### src/rtl/core/sfa_cq_pkg.sv
// Shared types and constants for the SFA coefficient quantizer.
// No dependencies; imported by sfa_cq_search and sfa_coefficient_quantizer_unit.
package sfa_cq_pkg;

   // Fixed field widths of the transaction ports
   localparam int SEG_FIELD_W  = 4;
   localparam int SEG_FIELDS   = 1 << SEG_FIELD_W;
   localparam int BIDX_FIELD_W = 8;
   localparam int COEFF_W      = 32;
   localparam int SYMBOL_W     = 8;
   localparam int BCOUNT_W     = 8;
   localparam int WLEN_W       = 5;
   localparam int CSR_IDX_W    = 2;
   localparam int CSR_DATA_W   = 8;

   // Request kinds
   localparam logic REQ_WRITE    = 1'b0;
   localparam logic REQ_QUANTIZE = 1'b1;

   // Configuration register indexes
   localparam logic [CSR_IDX_W-1:0] CSR_BIN_LIMIT   = 2'd0;
   localparam logic [CSR_IDX_W-1:0] CSR_WORD_LENGTH = 2'd1;

   // Register reset values
   localparam logic [BCOUNT_W-1:0] BCOUNT_RESET = 8'd3;
   localparam logic [WLEN_W-1:0]   WLEN_RESET   = 5'd8;

   // One result transaction
   typedef struct packed {
      logic [SYMBOL_W-1:0]    symbol;
      logic [SEG_FIELD_W-1:0] segment;
      logic                   last;
   } result_type;

endpackage

### src/rtl/core/sfa_cq_search.sv
// Transaction sequencer and shared compare unit: binary search over one
// segment's boundaries, each probe a PROBE then a CMP state. Uses sfa_cq_pkg.
module sfa_cq_search
   import sfa_cq_pkg::*;
#(
   parameter int MAX_SEGMENTS   = 16,
   parameter int MAX_BOUNDARIES = 256,
   parameter int VALUE_WIDTH    = 32,
   parameter int SEG_W          = 4,
   parameter int CNT_W          = 8
) (
   input  logic                       clock,
   input  logic                       reset,
   // request
   input  logic                       req_valid,
   output logic                       req_ready,
   input  logic                       req_type,
   input  logic [SEG_FIELD_W-1:0]     req_segment,
   input  logic [BIDX_FIELD_W-1:0]    req_boundary_index,
   input  logic signed [COEFF_W-1:0]  req_coeff_value,
   // configuration
   input  logic [BCOUNT_W-1:0]        bin_limit,
   input  logic [WLEN_W-1:0]          word_length,
   // table access
   output logic                       mem_wr_en,
   output logic [SEG_W+CNT_W-1:0]     mem_wr_addr,
   output logic [VALUE_WIDTH-1:0]     mem_wr_data,
   output logic                       mem_rd_en,
   output logic [SEG_W+CNT_W-1:0]     mem_rd_addr,
   input  logic [VALUE_WIDTH-1:0]     mem_rd_data,
   // result
   output logic                       rsp_valid,
   input  logic                       rsp_ready,
   output result_type                 rsp
);

   localparam logic [1:0] ST_IDLE  = 2'd0;
   localparam logic [1:0] ST_PROBE = 2'd1;
   localparam logic [1:0] ST_CMP   = 2'd2;
   localparam logic [1:0] ST_DONE  = 2'd3;

   localparam logic [BIDX_FIELD_W:0] MAX_IDX = (BIDX_FIELD_W + 1)'(MAX_BOUNDARIES - 1);

   logic [1:0]                     state_ff, state_in;
   logic signed [VALUE_WIDTH-1:0]  key_ff, key_in;
   logic [SEG_W-1:0]               seg_ff, seg_in;
   logic [SEG_FIELD_W-1:0]         seg_field_ff, seg_field_in;
   logic [CNT_W-1:0]               low_ff, low_in;
   logic [CNT_W-1:0]               high_ff, high_in;
   logic [CNT_W-1:0]               mid_ff, mid_in;
   result_type                     result_ff, result_in;

   logic [SEG_W-1:0]               seg_lut [SEG_FIELDS];
   logic [SEG_W-1:0]               req_seg;
   logic signed [VALUE_WIDTH-1:0]  req_key;
   logic [CNT_W-1:0]               count_sat;
   logic                           accept;
   logic                           below;

   // segment field wraps onto the table rows
   for (genvar g = 0; g < SEG_FIELDS; g++) begin : g_seg_lut
      assign seg_lut[g] = SEG_W'(g % MAX_SEGMENTS);
   end

   assign req_seg   = seg_lut[req_segment];
   assign req_key   = VALUE_WIDTH'(req_coeff_value);
   assign req_ready = (state_ff == ST_IDLE);
   assign accept    = req_valid && req_ready;

   // boundary count saturates at the table size minus one
   assign count_sat = ({1'b0, bin_limit} > MAX_IDX) ? CNT_W'(MAX_IDX)
                                                   : CNT_W'(bin_limit);

   // boundary writes below index MAX_IDX go straight to the table at acceptance
   assign mem_wr_en   = accept && (req_type == REQ_WRITE) &&
                        ({1'b0, req_boundary_index} < MAX_IDX);
   assign mem_wr_addr = {req_seg, req_boundary_index[CNT_W-1:0]};
   assign mem_wr_data = req_key;

   // shared compare: key below probed boundary
   assign below = key_ff < $signed(mem_rd_data);

   assign mem_rd_addr = {seg_ff, mid_in};
   assign mem_rd_en   = (state_ff == ST_PROBE) && (low_ff < high_ff);

   // sequencer
   always_comb begin
      state_in     = state_ff;
      key_in       = key_ff;
      seg_in       = seg_ff;
      seg_field_in = seg_field_ff;
      low_in       = low_ff;
      high_in      = high_ff;
      mid_in       = low_ff + ((high_ff - low_ff) >> 1);
      result_in    = result_ff;
      unique case (state_ff)
         ST_IDLE: begin
            if (accept && (req_type == REQ_QUANTIZE)) begin
               key_in       = req_key;
               seg_in       = req_seg;
               seg_field_in = req_segment;
               low_in       = '0;
               high_in      = count_sat;
               state_in     = ST_PROBE;
            end
         end
         ST_PROBE: begin
            if (low_ff < high_ff) begin
               state_in = ST_CMP;
            end else begin
               result_in.symbol  = SYMBOL_W'(low_ff);
               result_in.segment = seg_field_ff;
               result_in.last    = (WLEN_W'(seg_field_ff) + WLEN_W'(1)) == word_length;
               state_in          = ST_DONE;
            end
         end
         ST_CMP: begin
            mid_in = mid_ff;
            if (below) begin
               high_in = mid_ff;
            end else begin
               low_in = mid_ff + CNT_W'(1);
            end
            state_in = ST_PROBE;
         end
         ST_DONE: begin
            if (rsp_ready) begin
               state_in = ST_IDLE;
            end
         end
         default: begin
            state_in = ST_IDLE;
         end
      endcase
   end

   always_ff @(posedge clock) begin
      if (reset) begin
         state_ff <= ST_IDLE;
      end else begin
         state_ff <= state_in;
      end
   end

   // payload registers, no reset
   always_ff @(posedge clock) begin
      key_ff       <= key_in;
      seg_ff       <= seg_in;
      seg_field_ff <= seg_field_in;
      low_ff       <= low_in;
      high_ff      <= high_in;
      mid_ff       <= mid_in;
      result_ff    <= result_in;
   end

   assign rsp_valid = (state_ff == ST_DONE);
   assign rsp       = result_ff;

endmodule

### config.mk
export PLATFORM = sky130hd
export DESIGN_NAME = sfa_cq_search
export DESIGN_NICKNAME = d
export VERILOG_FILES = /design/src/rtl/core/sfa_cq_pkg.sv /design/src/rtl/core/sfa_cq_search.sv
export SDC_FILE = /design/constraint.sdc
export NUM_CORES = 1
export LEC_CHECK = 0
export BUFFER_PORTS_ARGS = -buffer_cell sky130_fd_sc_hd__clkbuf_2
export CORE_AREA = 2 2 131 69
export DETAILED_ROUTE_END_ITERATION = 7
export DIE_AREA = 0 0 133 71
export GPL_TIMING_DRIVEN = 0
export PLACE_DENSITY = 0.89
export SETUP_SLACK_MARGIN = 0.1
export SLEW_MARGIN = 20
export SYNTH_ARGS = -nofsm -noshare
export SYNTH_HDL_FRONTEND = slang
export SYNTH_SLANG_ARGS = --single-unit
### constraint.sdc
create_clock -name clock -period 9 [get_ports clock]
set_input_delay 2.25 -clock clock [delete_from_list [all_inputs] [get_ports clock]]
set_output_delay 2.25 -clock clock [all_outputs]
set_load 0.02 [all_outputs]
# Yosys cells after proc, flatten, opt, wreduce, memory -nomap -nowiden
# Memories as Yosys holds them, arrays and structs flattened.
# Index checks and enable logic that the tools add are counted.
# op_classes
multipliers,0
muxes,13
reduce_logical,12
n_shift,0
eq_ne,8
n_lt_le_gt_ge,4
add_sub_neg,4
div_mod_pow,0
n_bitwise,3
# op_table
op,n
$mux 8,5
$lt 32x32->1,1
$pmux 8 s2,2
$add 8x1->8 const B,1
$add 8x7->8,1
$lt 8x8->1,1
$lt 8x8->1 const B,1
$mux 4,2
$pmux 2 s4,1
$sub 8x8->8,1
$reduce_and 2->1,3
$reduce_and 3->1,2
$add 4x1->5 const B,1
$eq 5x5->1,1
$ge 5x5->1 const B,1
$logic_and 1x1->1,5
$not 4->5,1
$eq 2x2->1 const B,2
$mux 2,2
$ne 2x1->1 const B,2
$ne 2x2->1 const B,2
$eq 2x1->1 const B,1
$logic_not 2->1,1
$not 1->1,2
other kinds (2),2
# word_totals
ramBits,0
out_inout_bits,73
mem_count,1
rom_bits,64
inputBits,94
regBits,79
latch_bits,0
elab_cells,55
# mem_list
name,depth,width,rd,rd_clocked_by_memory_dff,write_ports,line_no,source
(name not given),16,4,1,0,0,sfa_cq_search.sv:65,assign req_seg = seg_lut[req_segment];

# Depth between registers and ports, before layout
# Gate-level depths: netlist of the first run.
# depth
ltp_word,5
ltp_mapped,14
ltp_nobuf,14

# Least setup slack after synthesis of the first run
# Ideal clock, no wire load.
# synth_path
path_type,reg2out
startpoint,register low_ff[0]
endpoint,output mem_rd_addr[7]
required_ps,6750
stages_incl_launch_ff,13
path_buffers,0
arrival_time_ps,2823
path_slack_ps,3927
cell_sequence,edfxtp_1 -> ha_1 -> fa_1 -> nor2b_1 -> o21ai_1 -> a21boi_1 -> o211ai_1 -> a21boi_1 -> ha_1 -> a21o_1 -> a31oi_1 -> or4b_1 -> nand3_1
# synth_between
elab_chain_cells,3
# synth_rtl
element,line_no,source
start: declaration,sfa_cq_search.sv:48,"logic [CNT_W-1:0] low_ff, low_in;"
start signal: assignment,sfa_cq_search.sv:150,low_ff <= low_in;
$sub 8x8->8,sfa_cq_search.sv:94,mid_in = low_ff + ((high_ff - low_ff) >> 1);
$add 8x7->8 *,sfa_cq_search.sv:94,
$mux 8 *,sfa_cq_search.sv:96,unique case (state_ff)
end: declaration,sfa_cq_search.sv:29,"output logic [SEG_W+CNT_W-1:0] mem_rd_addr,"
# Mark *: on every way between the ends. The rest lies on a longest branch, timed or not.

# Final worst setup path of the first run
# Ends and elaborated chain as after synthesis.

==> results.yml, run 1 <==
finish:
  final_area_sq_mm: 0.00576
  multiInputGateArea_sq_mm: 0.00174
  antennaDiodeCount: 0
  regArea_sq_mm: 0.00215
  fin_nets: 735
  fillers: 615
  final_cells: 712
  utilization_pct: 68.7
  drive_above_1_share_pct: 39.5
  syn2layout_area_growth_pct: 30.8
floorplan:
  dieArea_sq_mm: 0.00944
  die_h_um: 71
  initial_core_util_pct: 52.5
  row_count: 24
  core_area_sq_mm: 0.00838
  die_w_um: 133
  ios: 167
critical_path:
  crit_path_end_kind: "output pin"
  worstSetupStartpoint: "low_ff[0]"
  r2r_start: "low_ff[0]"
  crit_required_ns: 6.75
  critPathCapture: "mem_rd_addr[7]"
  path_max_fanout: 3
  path_class: "reg2out"
  cp-start-kind: "register"
  rr_worst_depth: 12
  critPathArrivalTime_ns: 3.74
  worst_r2r_endpoint: "mid_ff[7]"
  r2r_slack_ns: 5.71
global_route:
  grt_usage_pct: 24.7
  grt_pass1_vias: 3671
  gr-total-overflow: 0
  antenna_found_initial: 0
  grt_pass1_wl_um: 17800
  grt_max_degree: 33
synthesis:
  ys_async_sr_fraction_pct: 0
  synth_fp_nets: 556
  ys_top_cells_by_count: "edfxtp_1 (65), ha_1 (49), inv_1 (46)"
  synth_ff_type: "edfxtp_1"
  yosys.area.top_type: "edfxtp_1"
  syn_avg_cell_area_sq_um: 10.7
  yosysSeqAreaShare_pct: 48.9
  syn_area_sq_mm: 0.00440
  synth_edf_count: 65
  synth_most_common_cell: "edfxtp_1"
  synth_area_leaders: "edfxtp_1 (44%), ha_1 (14%), buf_4 (7.5%)"
  yosys_warnings: 0
  yosysTopAreaCellShare_pct: 44.4
  synth-seq-cells: 75
  netlist_instances: 411
  yosysUniqueCellTypes: 45
clocking:
  postCtsSetupBuffers: 0
  cts_tree: "built"
  clock-sinks: 75
  ctsHtreeMaxLevel: 3
  ctsRootBufferMaster: "clkbuf_16"
  clk_pin_slew_worst_paths_ns: 0.06
  clock_latency_ns: 0.33
  cts_resized: 0
  cts_hold_buffers: 0
  clockBufferDepth: 2
  numCtsBuffers: 9
power_and_ir_drop:
  sw_frac_of_total_pct: 32.3
  leakagePower_nw: 2.85
  power_mw: 1.27
  p_sw_uw: 412
  pwr-share-clk_pct: 32.3
  power.density_mw_per_mm2: 221
  combPwrFrac_pct: 31.2
  vdd_drop_max_uv: 123
  power_frac_seq_pct: 36.5
  intPower_uw: 863
timing:
  fmax_mhz: 167
  fin_crit_ns: 5.99
  fin_hold_ws_ns: 0.538
  slew_headroom_pct: 48.1
  rsz0062_at_grt: "no"
  setup_viol: 0
  fin_tns_setup_ns: 0
  worst_pin_slew_ns: 0.779
  finalClockSkew_ns: 0.00865
  layout_setup_ws_ns: 3.01
  final-max-slew-violation-count: 0
  hold_viol: 0
  fin_crit_sh_pct: 66.5
detailed_routing:
  drt_iter0_drc: 285
  num_vias: 3664
  antenna_left: 0
  vias_per_cell: 5.15
  routed_wl_um: 11100
  wire_per_inst_um: 15.5
  drcViolationCount: 0
  drt_first_pass_iters: 5
worst_hold_path:
  min_path_type: "reg2reg"
status:
  status: "completed"
placement:
  hpwl_um: 8910
  routabilityCongestion: 0.854
  dpl-instance-area_sq_mm: 0.00541
  portBuffers: 166
  post-place-ws_ns: 3.46
  place_inst: 696
flow_run:
  maxCapViolations: 0
==> per-layer routing <==
layer  track usage (%)  vias to the layer above  wire, um
met5                 0                        -         0
met4              7.89                        0       160
met3              7.60                       18      1020
met2              40.9                      210      5180
met1              31.5                     1674      4690
li1                  -                     1762         -
==> flip-flops by register name, summed over array words and instances (netlist names) <==
name	flops
rsp	13
mid_ff	8
low_ff	8
seg_ff	4
key_ff	32
state_ff	2
high_ff	8
==> cells in the final DEF, fill, tap and decap left out, types with 3 or more instances in the layout <==
| cell type | netlist | final |
|---|---|---|
| a211oi_1 | 4 | 4 |
| a21boi_1 | 3 | 3 |
| a21o_1 | 5 | 5 |
| a21oi_1 | 21 | 21 |
| and3_1 | 4 | 3 |
| buf_4 | 44 | 44 |
| bufinv_16 | 0 | 3 |
| clkbuf_1 | 4 | 5 |
| clkbuf_16 | 0 | 9 |
| clkbuf_2 | 0 | 166 |
| dfxtp_1 | 10 | 10 |
| edfxtp_1 | 65 | 65 |
| ha_1 | 49 | 49 |
| inv_1 | 46 | 46 |
| nand2_1 | 42 | 42 |
| nand3_1 | 10 | 10 |
| nand4_1 | 9 | 9 |
| nor2_1 | 23 | 22 |
| nor2b_1 | 4 | 4 |
| nor3_1 | 4 | 4 |
| o21ai_0 | 4 | 4 |
| o21ai_1 | 9 | 9 |
| xnor2_1 | 10 | 10 |
| xor2_1 | 9 | 9 |
==> power groups by stage <==
stage / clock network, mW / registers [mW] / logic (mW)
global route: 0.433 / 0.470 / 0.437
floorplan: 0 / 0.467 / 0.253
detailed placement: 0 / 0.471 / 0.390
CTS: 0.417 / 0.464 / 0.395
global placement: 0 / 0.469 / 0.373
finish: 0.412 / 0.465 / 0.398
==> cell type report <==
cell class | count | share of cell area, %
Sequential cell | 75 | 37.4
Inverter | 47 | 3.07
Timing Repair Buffer | 168 | 14.9
Clock inverter | 5 | 1.74
Clock buffer | 11 | 4.22
Tap cell | 117 | 2.54
Buffer | 48 | 6.00
Multi-Input combinational cell | 241 | 30.2
==> worst min path at each step <==
stage                         start      end  depth (start not counted)
after floorplan           low_ff[7]  rsp[12]                          0
after global placement    seg_ff[1]   rsp[2]                          0
after detailed placement  seg_ff[1]   rsp[2]                          0
after CTS                 seg_ff[1]   rsp[2]                          0
after global routing      seg_ff[1]   rsp[2]                          0
final                     seg_ff[1]   rsp[2]                          0
==> cell families after synthesis <==
logic type | count (synthesis) | share of synthesized area [%]
AOI/OAI and AO/OA | 62 | 8.93
xor gates and xnor gates | 19 | 3.78
adders and majority gates | 51 | 14.8
buffers and inverters | 95 | 11.9
DFF | 75 | 48.9
muxes | 1 | 0.228
and+or+nand+nor | 108 | 11.4
==> critical path, cell delays in order (launching register included) <==
cell and delay (ns):
edfxtp_1 0.47, ha_1 0.29, fa_1 0.41, nor2b_1 0.15, o21ai_1 0.10, a21boi_1 0.26
o211ai_1 0.19, a21boi_1 0.19, ha_1 0.37, a21o_1 0.15, a31oi_1 0.06, or4b_1 0.48
nand3_1 0.10, clkbuf_2 0.17
(Power assumes the default switching activity.)
==> inputs of run 2 (changes only) <==
ABC_AREA = 1   (was not set)
CORE_AREA = 2 2 137 72   (was 2 2 131 69)
DIE_AREA = 0 0 139 74   (was 0 0 133 71)
PLACE_DENSITY = 0.83   (was 0.89)
clock period = 6 ns   (was 9 ns; I/O delays follow)
==> run 2 against run 1 <==
Net effect: global-route usage is 3.4 points lower; clock power is 24% higher; non-clock buffer count is 2 lower; sequential power is 54% higher; via count hardly changed.
==> results.yml, run 2 <==
status:
  status: "completed"
critical_path:
  critPathArrivalTime_ns: 3.59
  path_class: "reg2out"
  critPathCapture: "mem_rd_addr[7]"
  path_max_fanout: 4
  worst-path-buf-inv: 3
  r2r_start: "low_ff[2]"
  crit_required_ns: 4.50
  crit_path_end_kind: "output pin"
  r2r_slack_ns: 2.79
  cp-start-kind: "register"
  worst_r2r_endpoint: "mid_ff[7]"
  worstSetupStartpoint: "low_ff[2]"
  worst_path_largest_cell_delay_ns: 0.46
  slowest_stage: "edfxtp_1"
  path_cells: "inv_1 > ha_1 > a21oi_1 > o21ai_1 > a21oi_1 > o21bai_2 > nand2_1 > nand2_1 > a21oi_2 > xnor2_1 > ha_1 > nand2_1 > inv_1 > a221oi_1 > a21oi_1 > o22ai_1 > clkbuf_2"
  cp_top_family: "compound AO/OA/AOI/OAI gates"
  cp_num_cells: 17
  rr_worst_depth: 17
floorplan:
  die_w_um: 139
  row_count: 25
  core_area_sq_mm: 0.00913
  die_h_um: 74
  dieArea_sq_mm: 0.0103
  ios: 167
  initial_core_util_pct: 48.8
detailed_routing:
  wire_per_inst_um: 13.8
  wl_met2_um: 4710
  drcViolationCount: 0
  antenna_left: 0
  drt_iter0_drc: 196
  routed_wl_um: 10500
  num_vias: 3661
  drt_first_pass_iters: 4
  vias_per_cell: 4.83
  wl_met1_um: 4940
  dr.max_layer_used: "met4"
  met3WireLength_um: 716
timing:
  worst_pin_slew_ns: 0.916
  rsz0062_at_grt: "no"
  fin_tns_setup_ns: 0
  finalClockSkew_ns: 0.00455
  hold_viol: 0
  fin_crit_sh_pct: 84.8
  final-max-slew-violation-count: 0
  slew_headroom_pct: 38.9
  fin_crit_ns: 5.09
  fmax_mhz: 196
  setup_viol: 0
global_route:
  antenna_found_initial: 0
  grt_usage_pct: 21.3
  grt_max_degree: 28
  grt_pass1_vias: 3671
  grt_pass1_wl_um: 17000
  gr-total-overflow: 0
synthesis:
  netlist_instances: 454
  syn_area_sq_mm: 0.00446
  yosysUniqueCellTypes: 33
  synth_edf_count: 65
  syn_avg_cell_area_sq_um: 9.81
  synth_ff_type: "edfxtp_1"
  yosysSeqAreaShare_pct: 48.3
  yosys_warnings: 0
  ys_async_sr_fraction_pct: 0
  ys_top_cells_by_count: "nand2_1 (77), inv_1 (74), edfxtp_1 (65)"
  yosysTopAreaCellShare_pct: 43.8
  yosys.area.top_type: "edfxtp_1"
  synth_most_common_cell: "nand2_1"
  synth-seq-cells: 75
  synth_fp_nets: 599
  synth_area_leaders: "edfxtp_1 (44%), ha_1 (14%), buf_4 (7.4%)"
flow_run:
  maxCapViolations: 0
placement:
  place_inst: 742
  routabilityCongestion: 0.880
  hpwl_um: 8730
  portBuffers: 166
finish:
  final_cells: 758
  drive_above_1_share_pct: 37.4
  largest_reg_flops: 32
  most-common-layout-cells: "clkbuf_2 (166), nand2_1 (77), inv_1 (74)"
  fin_nets: 777
  largest-register: "key_ff"
  layout_commonest_cell: "clkbuf_2"
  syn2layout_area_growth_pct: 29.1
  antennaDiodeCount: 0
power_and_ir_drop:
  vdd_drop_max_uv: 334
  power_mw: 2.09
  leakagePower_nw: 2.99
  power.density_mw_per_mm2: 362
clocking:
  ctsRootBufferMaster: "clkbuf_16"
  cts_hold_buffers: 0
  cts_tree: "built"
  ctsHtreeMaxLevel: 3
  clock_latency_ns: 0.32
  numCtsBuffers: 9
  clockBufferDepth: 2
  clock-sinks: 75
  postCtsSetupBuffers: 0
  cts_resized: 0
  clk_pin_slew_worst_paths_ns: 0.06
worst_hold_path:
  min_path_type: "reg2reg"
## run 2: changes by cell type after synthesis, moves of 5 or more
| cell | before | now |
|---|---|---|
| o21ai_0 | 4 | 15 |
| a21oi_1 | 21 | 28 |
| a21o_1 | 5 | 0 |
| nand2_1 | 42 | 77 |
| o21ai_1 | 9 | 4 |
| inv_1 | 46 | 74 |
## run 2: cells by family (layout without fill, tap and decap cells)
kind of cell	after synthesis	after routing	synth area share (%)
AND/OR/NAND/NOR	128	128	12.0
buffers and inverters	124	307	14.2
flip-flops	75	75	48.3
AO/OA/AOI/OAI	62	62	8.12
adder cells (fa/ha/maj)	51	51	14.7
XOR/XNOR	14	14	2.75
## run 2: per-stage QoR
stage	utilization, %	hold slack, ns	worst slack, ns	instance area (sq um)
2_1_floorplan	-	0.444	1.76	4460
3_3_place_gp	59.5	0.499	0.657	5440
3_5_place_dp	59.8	0.517	1.39	5470
4_1_cts	63.0	0.527	1.03	5750
5_1_grt	63.0	0.532	0.739	5750
6_report	63.0	0.521	0.909	5750
## run 2: worst min path at each step
stage | from | to | slack [ns] | cells after the start
floorplan | low_ff[7] | rsp[12] | 0.44 | 0
global placement | low_ff[6] | rsp[11] | 0.50 | 0
detailed placement | low_ff[6] | rsp[11] | 0.52 | 0
CTS | mid_ff[1] | mid_ff[1] | 0.53 | 2
global route | low_ff[6] | rsp[11] | 0.53 | 0
finish | low_ff[6] | rsp[11] | 0.52 | 0
## run 2: worst register-to-register path: stages (launching register included)
cell,delay (ns)
edfxtp_1,0.46
inv_1,0.07
ha_1,0.35
a21oi_1,0.18
o21ai_1,0.12
a21oi_1,0.20
o21bai_2,0.10
nand2_1,0.07
nand2_1,0.06
a21oi_2,0.13
xnor2_1,0.14
ha_1,0.29
nand2_1,0.09
inv_1,0.05
a221oi_1,0.34
nand2_1,0.12
o21ai_0,0.16
o22ai_1,0.13
## run 2: layer usage
metal	track usage (%)	up-vias
met1	27.6	1661
met4	5.95	0
met2	36.9	145
met3	5.22	15
li1	-	1840
met5	0	-
## run 2: power breakdown
| part | total [mW] | internal, mW | switching (mW) |
|---|---|---|---|
| Clock | 0.512 | 0.314 | 0.197 |
| Combinational | 0.860 | 0.309 | 0.551 |
| Sequential | 0.714 | 0.664 | 0.0496 |
| Total | 2.09 | 1.29 | 0.798 |
## run 2: area by class of cell
| cell class | instances | area (sq um) |
|---|---|---|
| Clock buffer | 12 | 268 |
| Tap cell | 121 | 151 |
| Sequential cell | 75 | 2150 |
| Clock inverter | 4 | 21.3 |
| Multi-Input combinational cell | 255 | 1680 |
| Fill cell | 737 | 3380 |
| Inverter | 77 | 289 |
| Buffer | 47 | 342 |
| Timing Repair Buffer | 167 | 851 |
